[src/rtl/core/dpf_pkg.sv]
// Shared types and constants of the demand paging fault handler.
// Used by the interfaces, the page table, the frame cells and the top level.
// Depends on nothing else.
package dpf_pkg;

	// Sizes of the tracked region and of the frame pool.
	localparam int MAX_PAGES  = 256;
	localparam int MAX_FRAMES = 16;

	// Internal widths that follow from the sizes.
	localparam int PAGE_W  = $clog2(MAX_PAGES);
	localparam int FRAME_W = (MAX_FRAMES > 1) ? $clog2(MAX_FRAMES) : 1;
	localparam int PCNT_W  = $clog2(MAX_PAGES + 1);
	localparam int FCNT_W  = $clog2(MAX_FRAMES + 1);

	// Fixed widths of the port fields.
	localparam int ADDR_W    = 48;
	localparam int SHIFT_W   = 5;
	localparam int PCFG_W    = 9;
	localparam int FCFG_W    = 5;
	localparam int CFG_IDX_W = 2;
	localparam int ACTION_W  = 2;
	localparam int PIDX_W    = 8;
	localparam int FIDX_W    = 4;
	localparam int PROT_W    = 2;

	// Configuration register indexes.
	typedef logic [CFG_IDX_W-1:0] cfg_idx_t;
	localparam cfg_idx_t CFG_REGION_BASE  = 2'd0;
	localparam cfg_idx_t CFG_PAGE_SHIFT   = 2'd1;
	localparam cfg_idx_t CFG_PAGES_IN_USE = 2'd2;
	localparam cfg_idx_t CFG_FRAMES_IN_USE = 2'd3;

	// Page state codes.
	typedef logic [1:0] pg_state_t;
	localparam pg_state_t PG_UNALLOC = 2'd0;
	localparam pg_state_t PG_IN_RAM  = 2'd1;
	localparam pg_state_t PG_IN_SWAP = 2'd2;

	// Action codes of a result.
	typedef logic [ACTION_W-1:0] action_t;
	localparam action_t ACT_IGNORE    = 2'd0;
	localparam action_t ACT_ZERO_FILL = 2'd1;
	localparam action_t ACT_WRITABLE  = 2'd2;
	localparam action_t ACT_SWAP_IN   = 2'd3;

	// Protection codes of a result.
	typedef logic [PROT_W-1:0] prot_t;
	localparam prot_t PROT_NO = 2'd0;
	localparam prot_t PROT_RD = 2'd1;
	localparam prot_t PROT_RW = 2'd2;

	// One page table entry.
	typedef struct packed {
		pg_state_t            state;
		pg_state_t            prev;
		logic                 dirty;
		logic [FRAME_W-1:0]   frame;
	} pte_t;

	// Access to the page table for one cycle.
	typedef struct packed {
		logic                 wr_en;
		logic [PAGE_W-1:0]    wr_addr;
		pte_t                 wr_data;
		logic [PAGE_W-1:0]    rd_addr;
	} pt_req_t;

	// Broadcast control to the row of frame cells.
	typedef struct packed {
		logic                 start;
		logic                 set;
		logic [FRAME_W-1:0]   frame;
		logic [PAGE_W-1:0]    page;
	} fc_ctrl_t;

	// Status of one frame cell while the scan token sits in it.
	typedef struct packed {
		logic                 hit;
		logic                 stop;
	} fc_stat_t;

	// Sequencer states.
	typedef enum logic [3:0] {
		ST_IDLE,
		ST_DIFF,
		ST_RANGE,
		ST_LOOK,
		ST_SCAN,
		ST_EVICT,
		ST_FILL,
		ST_DONE
	} fsm_t;

endpackage

[src/rtl/core/dpf_ifs.sv]
// Channel interfaces of the demand paging fault handler: fault requests,
// results and configuration writes.
// Depends on dpf_pkg.
interface dpf_req_if;
	logic                         valid;
	logic                         ready;
	logic [dpf_pkg::ADDR_W-1:0]   fault_addr;

	modport source(output valid, output fault_addr, input ready);
	modport sink(input valid, input fault_addr, output ready);
endinterface

interface dpf_res_if;
	logic                         valid;
	logic                         ready;
	logic [dpf_pkg::ACTION_W-1:0] action;
	logic [dpf_pkg::PIDX_W-1:0]   page_index;
	logic [dpf_pkg::FIDX_W-1:0]   frame_index;
	logic                         evicted;
	logic [dpf_pkg::PIDX_W-1:0]   evicted_page;
	logic                         write_back;
	logic [dpf_pkg::PROT_W-1:0]   new_protection;

	modport source(output valid, output action, output page_index, output frame_index,
		output evicted, output evicted_page, output write_back, output new_protection,
		input ready);
	modport sink(input valid, input action, input page_index, input frame_index,
		input evicted, input evicted_page, input write_back, input new_protection,
		output ready);
endinterface

interface dpf_cfg_if;
	logic                          valid;
	logic                          ready;
	logic [dpf_pkg::CFG_IDX_W-1:0] index;
	logic [dpf_pkg::ADDR_W-1:0]    data;

	modport source(output valid, output index, output data, input ready);
	modport sink(input valid, input index, input data, output ready);
endinterface

[src/rtl/core/dpf_ram.sv]
// Generic single-port-write, single-port-read RAM with a registered read.
// Depends on nothing else.
module dpf_ram #(
	parameter int WIDTH = 8,
	parameter int DEPTH = 256
) (
	input  logic                     clk,
	input  logic                     we,
	input  logic [$clog2(DEPTH)-1:0] waddr,
	input  logic [WIDTH-1:0]         wdata,
	input  logic [$clog2(DEPTH)-1:0] raddr,
	output logic [WIDTH-1:0]         rdata
);

	logic [WIDTH-1:0] mem_q [DEPTH];

	// Write port and registered read port.
	always_ff @(posedge clk) begin
		if (we) begin
			mem_q[waddr] <= wdata;
		end
		rdata <= mem_q[raddr];
	end

endmodule

[src/rtl/core/dpf_page_table.sv]
// Page table: one entry per page held in a RAM, with a valid bit per entry
// so that entries never written read as unallocated and clean.
// Depends on dpf_pkg and dpf_ram.
module dpf_page_table (
	input  logic             clk,
	input  logic             arst_n,
	input  dpf_pkg::pt_req_t req,
	output dpf_pkg::pte_t    rd_ent
);

	logic [dpf_pkg::MAX_PAGES-1:0] vld_q;
	logic                          rd_vld_q;
	logic [$bits(dpf_pkg::pte_t)-1:0] ram_rdata;
	dpf_pkg::pte_t                 ram_ent;

	dpf_ram #(
		.WIDTH($bits(dpf_pkg::pte_t)),
		.DEPTH(dpf_pkg::MAX_PAGES)
	) u_ram (
		.clk  (clk),
		.we   (req.wr_en),
		.waddr(req.wr_addr),
		.wdata(req.wr_data),
		.raddr(req.rd_addr),
		.rdata(ram_rdata)
	);

	// Valid bits: cleared at reset, set by the first write of an entry.
	always_ff @(posedge clk or negedge arst_n) begin
		if (!arst_n) begin
			vld_q    <= '0;
			rd_vld_q <= 1'b0;
		end else begin
			if (req.wr_en) begin
				vld_q[req.wr_addr] <= 1'b1;
			end
			rd_vld_q <= vld_q[req.rd_addr];
		end
	end

	// An entry never written reads as unallocated and clean; its frame is never used.
	always_comb begin
		ram_ent = ram_rdata;
		rd_ent  = ram_ent;
		if (!rd_vld_q) begin
			rd_ent.state = dpf_pkg::PG_UNALLOC;
			rd_ent.prev  = dpf_pkg::PG_UNALLOC;
			rd_ent.dirty = 1'b0;
		end
	end

endmodule

[src/rtl/core/dpf_frame_cell.sv]
// One frame cell: holds the valid mark and owning page of one physical
// frame, and passes the free-frame scan token on to the next cell.
// Depends on dpf_pkg.
module dpf_frame_cell (
	input  logic                         clk,
	input  logic                         arst_n,
	input  dpf_pkg::fc_ctrl_t            ctrl,
	input  logic [dpf_pkg::FRAME_W-1:0]  cell_idx,
	input  logic [dpf_pkg::FCNT_W-1:0]   frame_cnt,
	input  logic                         tok_in,
	output logic                         tok_out,
	output dpf_pkg::fc_stat_t            stat,
	output logic [dpf_pkg::PAGE_W-1:0]   owner
);

	logic                        valid_q;
	logic                        tok_q;
	logic [dpf_pkg::PAGE_W-1:0]  owner_q;
	logic                        in_lim;
	logic                        sel;

	assign in_lim = dpf_pkg::FCNT_W'(cell_idx) < frame_cnt;
	assign sel    = ctrl.set && (ctrl.frame == cell_idx);

	// The token stops here on a free frame or past the frame count.
	assign stat.hit  = tok_q && in_lim && !valid_q;
	assign stat.stop = tok_q && !in_lim;
	assign tok_out   = tok_q && in_lim && valid_q;
	assign owner     = owner_q;

	// Control state: scan token and the frame's valid mark.
	always_ff @(posedge clk or negedge arst_n) begin
		if (!arst_n) begin
			tok_q   <= 1'b0;
			valid_q <= 1'b0;
		end else begin
			tok_q <= tok_in;
			if (sel) begin
				valid_q <= 1'b1;
			end
		end
	end

	// Owning page of the frame.
	always_ff @(posedge clk) begin
		if (sel) begin
			owner_q <= ctrl.page;
		end
	end

endmodule

[src/rtl/core/demand_paging_fault_handler.sv]
// Top level of the demand paging fault handler: sequencer, configuration
// registers, page table, row of frame cells and result register.
// Depends on dpf_pkg, dpf_ifs, dpf_page_table and dpf_frame_cell.
//
// Usage: each request on fault_req carries one faulting address. Exactly one
// result per request leaves on result: ignored (outside the region), a
// zero-filled read-only map, a read-only swap-in or a grant of write access,
// with the frame used and, when frame 0 had to be reclaimed, the evicted page
// and whether it must be written back. Configuration goes through cfg, which
// is always ready; the user must see that it is written only while no request
// is in flight, as the block itself does not enforce this. The free-frame
// search walks a token along the frame cells, one cell a cycle. One request
// is handled at a time; the next is accepted in the cycle after the result is
// loaded. The result register holds a finished result while the receiver
// stalls; the next request is taken meanwhile and waits at its end until that
// register is free. Reset empties the page table and all frames and returns
// the registers to their defaults; the block is ready at once.
module demand_paging_fault_handler (
	input  logic      clk,
	input  logic      arst_n,
	dpf_req_if.sink   fault_req,
	dpf_res_if.source result,
	dpf_cfg_if.sink   cfg
);

	// Configuration registers.
	logic [dpf_pkg::ADDR_W-1:0]  base_q;
	logic [dpf_pkg::SHIFT_W-1:0] shift_q;
	logic [dpf_pkg::PCFG_W-1:0]  pages_q;
	logic [dpf_pkg::FCFG_W-1:0]  frames_q;

	// Sequencer and working registers.
	dpf_pkg::fsm_t               state_q, state_d;
	logic [dpf_pkg::ADDR_W-1:0]  addr_q;
	logic [dpf_pkg::ADDR_W-1:0]  diff_q;
	logic                        ge_q;
	logic [dpf_pkg::PAGE_W-1:0]  page_q;
	dpf_pkg::pte_t               ent_q;
	logic [dpf_pkg::FRAME_W-1:0] frame_sel_q;

	// Result being built.
	dpf_pkg::action_t            r_action_q;
	logic [dpf_pkg::PAGE_W-1:0]  r_page_q;
	logic [dpf_pkg::FRAME_W-1:0] r_frame_q;
	logic                        r_ev_q;
	logic [dpf_pkg::PAGE_W-1:0]  r_evp_q;
	logic                        r_wb_q;
	dpf_pkg::prot_t              r_prot_q;

	// Result register.
	logic                        out_vld_q;
	dpf_pkg::action_t            out_action_q;
	logic [dpf_pkg::PIDX_W-1:0]  out_page_q;
	logic [dpf_pkg::FIDX_W-1:0]  out_frame_q;
	logic                        out_ev_q;
	logic [dpf_pkg::PIDX_W-1:0]  out_evp_q;
	logic                        out_wb_q;
	dpf_pkg::prot_t              out_prot_q;

	// Combinational signals.
	logic                        req_acc;
	logic                        out_load;
	logic [dpf_pkg::ADDR_W-1:0]  idx;
	logic [dpf_pkg::PCNT_W-1:0]  eff_pages;
	logic [dpf_pkg::FCNT_W-1:0]  eff_frames;
	logic                        in_range;
	dpf_pkg::pt_req_t            pt_req;
	dpf_pkg::pte_t               pt_rd;
	dpf_pkg::fc_ctrl_t           fc_ctrl;
	dpf_pkg::fc_stat_t           fc_stat [dpf_pkg::MAX_FRAMES];
	logic [dpf_pkg::MAX_FRAMES:0] tok;
	logic [dpf_pkg::MAX_FRAMES-1:0] hits;
	logic [dpf_pkg::MAX_FRAMES-1:0] stops;
	logic [dpf_pkg::FRAME_W-1:0] hit_idx;
	logic                        any_hit;
	logic                        exhausted;
	logic [dpf_pkg::PAGE_W-1:0]  owner0;

	assign req_acc         = fault_req.valid && fault_req.ready;
	assign fault_req.ready = (state_q == dpf_pkg::ST_IDLE);
	assign cfg.ready       = 1'b1;
	assign out_load        = (state_q == dpf_pkg::ST_DONE) && (!out_vld_q || result.ready);

	// Effective page and frame counts.
	always_comb begin
		if (32'(pages_q) > dpf_pkg::MAX_PAGES) begin
			eff_pages = dpf_pkg::PCNT_W'(dpf_pkg::MAX_PAGES);
		end else begin
			eff_pages = dpf_pkg::PCNT_W'(pages_q);
		end
		if (frames_q == '0) begin
			eff_frames = dpf_pkg::FCNT_W'(1);
		end else if (32'(frames_q) > dpf_pkg::MAX_FRAMES) begin
			eff_frames = dpf_pkg::FCNT_W'(dpf_pkg::MAX_FRAMES);
		end else begin
			eff_frames = dpf_pkg::FCNT_W'(frames_q);
		end
	end

	// Page number within the region and range check.
	assign idx      = diff_q >> shift_q;
	assign in_range = ge_q && (idx < dpf_pkg::ADDR_W'(eff_pages));

	// Configuration writes.
	always_ff @(posedge clk or negedge arst_n) begin
		if (!arst_n) begin
			base_q   <= '0;
			shift_q  <= dpf_pkg::SHIFT_W'(12);
			pages_q  <= dpf_pkg::PCFG_W'(256);
			frames_q <= dpf_pkg::FCFG_W'(16);
		end else if (cfg.valid && cfg.ready) begin
			unique case (cfg.index)
				dpf_pkg::CFG_REGION_BASE:   base_q   <= cfg.data;
				dpf_pkg::CFG_PAGE_SHIFT:    shift_q  <= cfg.data[dpf_pkg::SHIFT_W-1:0];
				dpf_pkg::CFG_PAGES_IN_USE:  pages_q  <= cfg.data[dpf_pkg::PCFG_W-1:0];
				dpf_pkg::CFG_FRAMES_IN_USE: frames_q <= cfg.data[dpf_pkg::FCFG_W-1:0];
				default: ;
			endcase
		end
	end

	// Page table.
	dpf_page_table u_pt (
		.clk   (clk),
		.arst_n(arst_n),
		.req   (pt_req),
		.rd_ent(pt_rd)
	);

	// Row of frame cells; the scan token enters at frame 0.
	assign tok[0] = fc_ctrl.start;

	for (genvar k = 0; k < dpf_pkg::MAX_FRAMES; k++) begin : g_cell
		if (k == 0) begin : g_first
			dpf_frame_cell u_cell (
				.clk      (clk),
				.arst_n   (arst_n),
				.ctrl     (fc_ctrl),
				.cell_idx (dpf_pkg::FRAME_W'(k)),
				.frame_cnt(eff_frames),
				.tok_in   (tok[k]),
				.tok_out  (tok[k+1]),
				.stat     (fc_stat[k]),
				.owner    (owner0)
			);
		end else begin : g_rest
			dpf_frame_cell u_cell (
				.clk      (clk),
				.arst_n   (arst_n),
				.ctrl     (fc_ctrl),
				.cell_idx (dpf_pkg::FRAME_W'(k)),
				.frame_cnt(eff_frames),
				.tok_in   (tok[k]),
				.tok_out  (tok[k+1]),
				.stat     (fc_stat[k]),
				.owner    ()
			);
		end
	end

	// Collect where the token stopped; only one cell holds it at a time.
	always_comb begin
		hit_idx = '0;
		for (int k = 0; k < dpf_pkg::MAX_FRAMES; k++) begin
			hits[k]  = fc_stat[k].hit;
			stops[k] = fc_stat[k].stop;
			if (fc_stat[k].hit) begin
				hit_idx = hit_idx | dpf_pkg::FRAME_W'(k);
			end
		end
	end

	assign any_hit   = |hits;
	assign exhausted = (|stops) || tok[dpf_pkg::MAX_FRAMES];

	// Sequencer state register.
	always_ff @(posedge clk or negedge arst_n) begin
		if (!arst_n) begin
			state_q <= dpf_pkg::ST_IDLE;
		end else begin
			state_q <= state_d;
		end
	end

	// Next state, page table accesses and frame cell control.
	always_comb begin
		state_d = state_q;
		pt_req  = '0;
		pt_req.rd_addr = page_q;
		fc_ctrl = '0;
		unique case (state_q)
			dpf_pkg::ST_IDLE: begin
				if (req_acc) begin
					state_d = dpf_pkg::ST_DIFF;
				end
			end
			dpf_pkg::ST_DIFF: begin
				state_d = dpf_pkg::ST_RANGE;
			end
			dpf_pkg::ST_RANGE: begin
				pt_req.rd_addr = dpf_pkg::PAGE_W'(idx);
				state_d = in_range ? dpf_pkg::ST_LOOK : dpf_pkg::ST_DONE;
			end
			dpf_pkg::ST_LOOK: begin
				case (pt_rd.state) inside
					dpf_pkg::PG_IN_RAM: begin
						pt_req.wr_en         = 1'b1;
						pt_req.wr_addr       = page_q;
						pt_req.wr_data       = pt_rd;
						pt_req.wr_data.dirty = 1'b1;
						state_d = dpf_pkg::ST_DONE;
					end
					dpf_pkg::PG_UNALLOC, dpf_pkg::PG_IN_SWAP: begin
						fc_ctrl.start = 1'b1;
						state_d = dpf_pkg::ST_SCAN;
					end
					default: begin
						state_d = dpf_pkg::ST_DONE;
					end
				endcase
			end
			dpf_pkg::ST_SCAN: begin
				if (any_hit) begin
					state_d = dpf_pkg::ST_FILL;
				end else if (exhausted) begin
					pt_req.rd_addr = owner0;
					state_d = dpf_pkg::ST_EVICT;
				end
			end
			dpf_pkg::ST_EVICT: begin
				// The reclaimed page goes to swap, clean, remembering its state.
				pt_req.wr_en         = 1'b1;
				pt_req.wr_addr       = r_evp_q;
				pt_req.wr_data.state = dpf_pkg::PG_IN_SWAP;
				pt_req.wr_data.prev  = pt_rd.state;
				pt_req.wr_data.dirty = 1'b0;
				pt_req.wr_data.frame = pt_rd.frame;
				state_d = dpf_pkg::ST_FILL;
			end
			dpf_pkg::ST_FILL: begin
				pt_req.wr_en         = 1'b1;
				pt_req.wr_addr       = page_q;
				pt_req.wr_data.state = dpf_pkg::PG_IN_RAM;
				pt_req.wr_data.prev  = ent_q.state;
				pt_req.wr_data.dirty = (ent_q.state == dpf_pkg::PG_IN_SWAP) ?
					1'b0 : ent_q.dirty;
				pt_req.wr_data.frame = frame_sel_q;
				fc_ctrl.set   = 1'b1;
				fc_ctrl.frame = frame_sel_q;
				fc_ctrl.page  = page_q;
				state_d = dpf_pkg::ST_DONE;
			end
			dpf_pkg::ST_DONE: begin
				if (out_load) begin
					state_d = dpf_pkg::ST_IDLE;
				end
			end
			default: begin
				state_d = dpf_pkg::ST_IDLE;
			end
		endcase
	end

	// Working registers and result being built.
	always_ff @(posedge clk) begin
		case (state_q)
			dpf_pkg::ST_IDLE: begin
				if (req_acc) begin
					addr_q <= fault_req.fault_addr;
				end
			end
			dpf_pkg::ST_DIFF: begin
				ge_q   <= addr_q >= base_q;
				diff_q <= addr_q - base_q;
			end
			dpf_pkg::ST_RANGE: begin
				page_q     <= dpf_pkg::PAGE_W'(idx);
				r_action_q <= dpf_pkg::ACT_IGNORE;
				r_page_q   <= '0;
				r_frame_q  <= '0;
				r_ev_q     <= 1'b0;
				r_evp_q    <= '0;
				r_wb_q     <= 1'b0;
				r_prot_q   <= dpf_pkg::PROT_NO;
			end
			dpf_pkg::ST_LOOK: begin
				ent_q <= pt_rd;
				if (pt_rd.state == dpf_pkg::PG_IN_RAM) begin
					r_action_q <= dpf_pkg::ACT_WRITABLE;
					r_page_q   <= page_q;
					r_frame_q  <= pt_rd.frame;
					r_prot_q   <= dpf_pkg::PROT_RW;
				end
			end
			dpf_pkg::ST_SCAN: begin
				if (any_hit) begin
					frame_sel_q <= hit_idx;
				end else if (exhausted) begin
					frame_sel_q <= '0;
					r_ev_q      <= 1'b1;
					r_evp_q     <= owner0;
				end
			end
			dpf_pkg::ST_EVICT: begin
				r_wb_q <= (pt_rd.prev == dpf_pkg::PG_UNALLOC) || pt_rd.dirty;
			end
			dpf_pkg::ST_FILL: begin
				r_action_q <= (ent_q.state == dpf_pkg::PG_UNALLOC) ?
					dpf_pkg::ACT_ZERO_FILL : dpf_pkg::ACT_SWAP_IN;
				r_page_q   <= page_q;
				r_frame_q  <= frame_sel_q;
				r_prot_q   <= dpf_pkg::PROT_RD;
			end
			default: ;
		endcase
	end

	// Result register: holds a finished result while the receiver stalls.
	always_ff @(posedge clk or negedge arst_n) begin
		if (!arst_n) begin
			out_vld_q <= 1'b0;
		end else if (out_load) begin
			out_vld_q <= 1'b1;
		end else if (result.ready) begin
			out_vld_q <= 1'b0;
		end
	end

	always_ff @(posedge clk) begin
		if (out_load) begin
			out_action_q <= r_action_q;
			out_page_q   <= dpf_pkg::PIDX_W'(r_page_q);
			out_frame_q  <= dpf_pkg::FIDX_W'(r_frame_q);
			out_ev_q     <= r_ev_q;
			out_evp_q    <= dpf_pkg::PIDX_W'(r_evp_q);
			out_wb_q     <= r_wb_q;
			out_prot_q   <= r_prot_q;
		end
	end

	assign result.valid          = out_vld_q;
	assign result.action         = out_action_q;
	assign result.page_index     = out_page_q;
	assign result.frame_index    = out_frame_q;
	assign result.evicted        = out_ev_q;
	assign result.evicted_page   = out_evp_q;
	assign result.write_back     = out_wb_q;
	assign result.new_protection = out_prot_q;

	// The scan token is never in two cells at once.
	a_one_hit: assert property (@(posedge clk) disable iff (!arst_n)
		$onehot0(hits | stops))
		else $error("free-frame scan token found in more than one cell");

	// A reclaim always hands out frame 0 to a newly mapped page.
	a_evict_frame: assert property (@(posedge clk) disable iff (!arst_n)
		result.valid && result.evicted |->
			result.frame_index == '0 &&
			(result.action == dpf_pkg::ACT_ZERO_FILL || result.action == dpf_pkg::ACT_SWAP_IN))
		else $error("eviction reported without a fresh mapping of frame 0");

	// Write-back is only ordered for an evicted page.
	a_wb_evict: assert property (@(posedge clk) disable iff (!arst_n)
		result.valid && result.write_back |-> result.evicted)
		else $error("write-back ordered without an eviction");

	// An ignored fault carries no other information.
	a_ignore_zero: assert property (@(posedge clk) disable iff (!arst_n)
		result.valid && result.action == dpf_pkg::ACT_IGNORE |->
			result.page_index == '0 && result.frame_index == '0 && !result.evicted &&
			result.evicted_page == '0 && !result.write_back &&
			result.new_protection == dpf_pkg::PROT_NO)
		else $error("ignored fault with non-zero result fields");

	// A frame is only claimed at the end of a scan that found or freed it.
	a_set_after_scan: assert property (@(posedge clk) disable iff (!arst_n)
		fc_ctrl.set |->
			$past(state_q) == dpf_pkg::ST_SCAN || $past(state_q) == dpf_pkg::ST_EVICT)
		else $error("frame claimed without a preceding scan");

endmodule
[src/flat_wrapper.sv]
// flat-port wrapper written by rule: the top's interface ports become plain ports
module demand_paging_fault_handler_flat 
  (clk, arst_n, fault_req_valid, fault_req_fault_addr, fault_req_ready, result_valid, result_action, result_page_index, result_frame_index, result_evicted, result_evicted_page, result_write_back, result_new_protection, result_ready, cfg_valid, cfg_index, cfg_data, cfg_ready);
  dpf_req_if fault_req_i ();
  dpf_res_if result_i ();
  dpf_cfg_if cfg_i ();
  input  logic clk;
  input  logic arst_n;
  input wire logic [$bits(fault_req_i.valid)-1:0] fault_req_valid;
  input wire logic [$bits(fault_req_i.fault_addr)-1:0] fault_req_fault_addr;
  output wire logic [$bits(fault_req_i.ready)-1:0] fault_req_ready;
  output wire logic [$bits(result_i.valid)-1:0] result_valid;
  output wire logic [$bits(result_i.action)-1:0] result_action;
  output wire logic [$bits(result_i.page_index)-1:0] result_page_index;
  output wire logic [$bits(result_i.frame_index)-1:0] result_frame_index;
  output wire logic [$bits(result_i.evicted)-1:0] result_evicted;
  output wire logic [$bits(result_i.evicted_page)-1:0] result_evicted_page;
  output wire logic [$bits(result_i.write_back)-1:0] result_write_back;
  output wire logic [$bits(result_i.new_protection)-1:0] result_new_protection;
  input wire logic [$bits(result_i.ready)-1:0] result_ready;
  input wire logic [$bits(cfg_i.valid)-1:0] cfg_valid;
  input wire logic [$bits(cfg_i.index)-1:0] cfg_index;
  input wire logic [$bits(cfg_i.data)-1:0] cfg_data;
  output wire logic [$bits(cfg_i.ready)-1:0] cfg_ready;
  assign fault_req_i.valid = fault_req_valid;
  assign fault_req_i.fault_addr = fault_req_fault_addr;
  assign fault_req_ready = fault_req_i.ready;
  assign result_valid = result_i.valid;
  assign result_action = result_i.action;
  assign result_page_index = result_i.page_index;
  assign result_frame_index = result_i.frame_index;
  assign result_evicted = result_i.evicted;
  assign result_evicted_page = result_i.evicted_page;
  assign result_write_back = result_i.write_back;
  assign result_new_protection = result_i.new_protection;
  assign result_i.ready = result_ready;
  assign cfg_i.valid = cfg_valid;
  assign cfg_i.index = cfg_index;
  assign cfg_i.data = cfg_data;
  assign cfg_ready = cfg_i.ready;
  demand_paging_fault_handler u_core (.clk(clk), .arst_n(arst_n), .fault_req(fault_req_i), .result(result_i), .cfg(cfg_i));
endmodule
[config.mk]
export PLATFORM = sky130hd
export DESIGN_NAME = demand_paging_fault_handler_flat
export DESIGN_NICKNAME = d
export VERILOG_FILES = /design/src/rtl/core/dpf_pkg.sv /design/src/rtl/core/dpf_ifs.sv /design/src/rtl/core/dpf_ram.sv /design/src/rtl/core/dpf_page_table.sv /design/src/rtl/core/dpf_frame_cell.sv /design/src/rtl/core/demand_paging_fault_handler.sv /design/src/flat_wrapper.sv
export SDC_FILE = /design/constraint.sdc
export NUM_CORES = 2
export LEC_CHECK = 0
export BUFFER_PORTS_ARGS = -buffer_cell sky130_fd_sc_hd__buf_2
export CAP_MARGIN = 25
export CORE_MARGIN = 2
export CORE_UTILIZATION = 40
export DETAILED_ROUTE_END_ITERATION = 16
export PLACE_DENSITY_LB_ADDON = 0.2
export SYNTH_ARGS = -nofsm -noshare
export SYNTH_HDL_FRONTEND = slang
export SYNTH_SLANG_ARGS = --single-unit
export TNS_END_PERCENT = 20
[constraint.sdc]
create_clock -name clk -period 11.9 [get_ports clk]
set_input_delay 0.595 -clock clk [delete_from_list [all_inputs] [get_ports clk]]
set_output_delay 0.595 -clock clk [all_outputs]
set_load 0.01 [all_outputs]
==> results.md <==
* PortBufs at 130
* Critical Path Start: u_core.shift_q[2]
* Die area at 0.293 mm2
* Initial Util at 0.401
* Clk sinks at between 2000 and 3000
* WL/cell at about 26 um
* Post-CTS Setup Inserts at 0
* Total GRT Usage at 0.229
* Max stage delay cell, worst path: dfstp_2
* Proportion of layout cells with a drive suffix above 1 at 0.138
* Vias at about 76000
* H-tree levels at 5
* Internal at about 20 mW
* Hold/Removal Path Class: input pin to flop
* Fmax at roughly 140 MHz
* I/O Pins at about 130
* Peak supply drop at between 150 and 200 uV
* Multi-input logic area at around 0.029 mm2
* First-pass GRT wire length at ~500 mm
* Power, Total at slightly above 30 mW
* Worst stage delay on the critical path at 1.01 ns
* CP dominant cell by count: buf_4
* Pwr/cell area at 233 mW/mm2
* Post-CTS sizing at 0
* Worst setup path class: flop to flop
* Switching Share at 0.344
* CTS tree: built
* Mean Syn Cell Area at ~13 um2
* Number of enable flip-flop cells after synthesis at 2474
* Top cell type's share of synthesized area at 0.643
* Filler cell count at 25400
* Reg2reg start: u_core.shift_q[2]
* Crit end category: flop
* Final #Nets at around 9400
* XOR/XNOR Fraction of Synth Area at 0.00303
* CP arrival at roughly 7.6 ns
* Sequential share of power at 0.424
* Syn Std Cell Area at ~0.12 mm2
* Initial drt markers at around 8800
* Sum Neg Setup Slack at 0 ns
* Switch Pwr at around 11 mW
* Final setup margin at between 4 and 5 ns
* Min Hold Slack at 0.0590 ns
* Final wirelength at roughly 340 mm
* Core footprint at ~0.29 mm2
* Synth warn at 0
* Horiz. Die Dim at between 500 and 600 um
* Required time of the critical path at approximately 13 ns
* Largest net degree at the start of global routing at 216
* Vert. Die Dim at around 540 um
* Final HPWL DP at ~200 mm
* Slew HR at 0.126
* Most used DFF post-synth: edfxtp_1
* Placer Congestion at roughly 0.86
* Worst-skew pair later-pin latency at between 0.8 and 0.9 ns
* Max clock buf depth at 4
* Start point of the worst min-delay path: cfg_data[3]
* Global route total overflow at 0
* Root Buffer Master: clkbuf_16
* Async set or reset register ratio after synthesis at 0.127
* Max-cap viol count at 0
* Commonest cells after routing, fill and taps aside: edfxtp_1 (2474), nand2_1 (2338), nand3_1 (807)
* Antenna violations before repair at 13
* Seq cells post-synth at ~2800
* Synthesized net count at 9107
* Tmin final at just under 7 ns
* Largest family of logic cells by synthesized area: simple AND/OR/NAND/NOR gates
* CTS Buf Count at roughly 300
* Measured slew at the worst slew-check pin at ~1.3 ns
* Std cell rows at slightly below 200
* FF+latch area at between 0.08 and 0.09 mm2
* # setup viols final at 0
* Number of cells produced by synthesis at a little under 9000
* Top cells by area, synth: edfxtp_1 (64%), dfrtp_1 (7.7%), nand2_1 (7.6%), nand3_1 (3.5%), mux2i_1 (1.9%)
* Pre-CTS setup slack at 4.98 ns
* Startpoint Class: flop
* Area growth syn-to-layout at 14.8%
* Crit-path max FO at 132
* Final ANT Viol Nets at 0
* Final Cycle Share at 0.581
* Max Slew Vio Count at 0
* Final Hold Vio Count at 0
* Compound-cell area share of the yosys netlist at 0.0472
* Status: finished, final reports clean
* Most common cell after layout, fill and taps aside: edfxtp_1
* Clock transition at path regs at 0.06 ns
* Clk pwr share at 0.304
* Post-synthesis simple-gate area fraction at 0.166
* Logic gate share of total power at 0.272
* Number of global-route vias before repair at 72500
* Mux cell area share after synthesis at 0.0294
* Yosys cell types at 85
* DRC Markers at 0
* Lkg Pwr at approximately 48 nW
* Via density per instance at between 5 and 6
* Post-CTS Hold Buffers at 93
* Adder-Cell Fraction of Synth Area at 0.00624
* Unrepaired setup endpoints after global routing: no
* Sequential area share after synthesis at 0.723
* Crit-path cells: inv_2 -> mux4_2 -> mux2i_1 -> o21ai_1 -> and2_1 -> a211oi_4 -> buf_4 -> buf_12 -> buf_4 -> mux2i_1 -> a32oi_1 -> nand4_1 -> nand4_1 -> nor4_2 -> buf_4 -> nor4_1
* Router iterations before antenna repair at 6
* Post-synth top area cell: edfxtp_1
* Layout Skew at 0.0472 ns
-- flip-flops by register name (all words and copies together), names as in the netlist, 8 cells and up --
signal and count:
u_core.addr_q 48, u_core.base_q 48, u_core.diff_q 48, u_core.g_cell.g_first.u_cell.owner 8, u_core.g_cell.g_rest.u_cell.tok_q 15, u_core.g_cell.g_rest.u_cell.valid_q 15
u_core.page_q 8, u_core.pages_q 9, u_core.r_evp_q 8, u_core.r_page_q 8, u_core.result.evicted_page 8, u_core.result.page_index 8
u_core.u_pt.u_ram.mem_q 2304, u_core.u_pt.u_ram.rdata 9, u_core.u_pt.vld_q 256
-- worst max-delay path, delay by kind of cell, from the launching register on --
kind	cells	cell delay (ns)
compound gates	3	0.51
buf+inv	5	2.44
flops	1	1.01
mux	3	1.08
simple gates	5	1.45
-- final cells by class --
type,instances,area share
Antenna cell,6,0.000113
Sequential cell,2843,0.630
Inverter,111,0.00326
Timing Repair Buffer,561,0.0360
Tap cell,3781,0.0357
Clock buffer,438,0.0650
Clock inverter,106,0.00811
Multi-Input combinational cell,5455,0.222
-- through the flow --
step	util	instances	instance area, um2
floorplan	-	8947	115000
global placement	0.418	12500	120000
detailed placement	0.422	12600	121000
CTS	0.459	13200	132000
global route	0.461	13300	133000
finish	0.461	13300	133000
-- power groups by stage --
stage | Sequential (mW) | Clock, mW | Combinational, mW
global placement | 13.3 | 0 | 8.15
finish | 13.1 | 9.36 | 8.40
global route | 13.1 | 9.87 | 8.99
floorplan | 13.4 | 0 | 4.94
CTS | 13.1 | 9.49 | 8.35
detailed placement | 13.3 | 0 | 8.32
-- cell families (layout without fill, tap and decap cells) --
logic type                 Yosys count  count (layout)
muxes                              291             291
buffers and inverters              649            1216
and+or+nand+nor                   4302            4302
other                                1               7
DFF                               2843            2843
adders and majority gates           57              57
xor gates and xnor gates            40              40
AOI/OAI and AO/OA                  764             764
-- path summary, 6_finish.rpt --
check                                                to  slack, ns  cells past startpoint
hold / removal                         u_core.base_q[3]       0.06                      3
min in group asynchronous             u_core.base_q[17]       0.32                      2
setup / recovery             u_core.u_pt.u_ram.rdata[7]       4.98                     16
hold reg to reg            u_core.result.frame_index[1]       0.42                      0
setup reg to reg             u_core.u_pt.u_ram.rdata[7]       4.98                     16
max in group asynchronous        u_core.u_pt.vld_q[199]       9.42                      4
-- cells in the mapped netlist (40+ instances only) --
master / count
nor3_1: 46
edfxtp_1: 2474
buf_1: 41
nand3_1: 807
a21oi_1: 72
ha_1: 56
nand2_1: 2340
nor4_1: 40
mux2i_1: 216
buf_2: 245
a32oi_1: 192
o21ai_0: 127
nand4_1: 326
or2_2: 264
clkbuf_1: 235
nor2_1: 342
a31oi_1: 166
dfrtp_1: 356
inv_1: 107
-- per-layer routing --
layer  vias up  GRT usage  routed length (um)
met3       557     0.0295               23900
li1      33400          -                   -
met5         -          0                  34
met4         6     0.0662                9970
met1     38500      0.326              148000
met2      3073      0.369              163000
(Power assumes the default switching activity.)
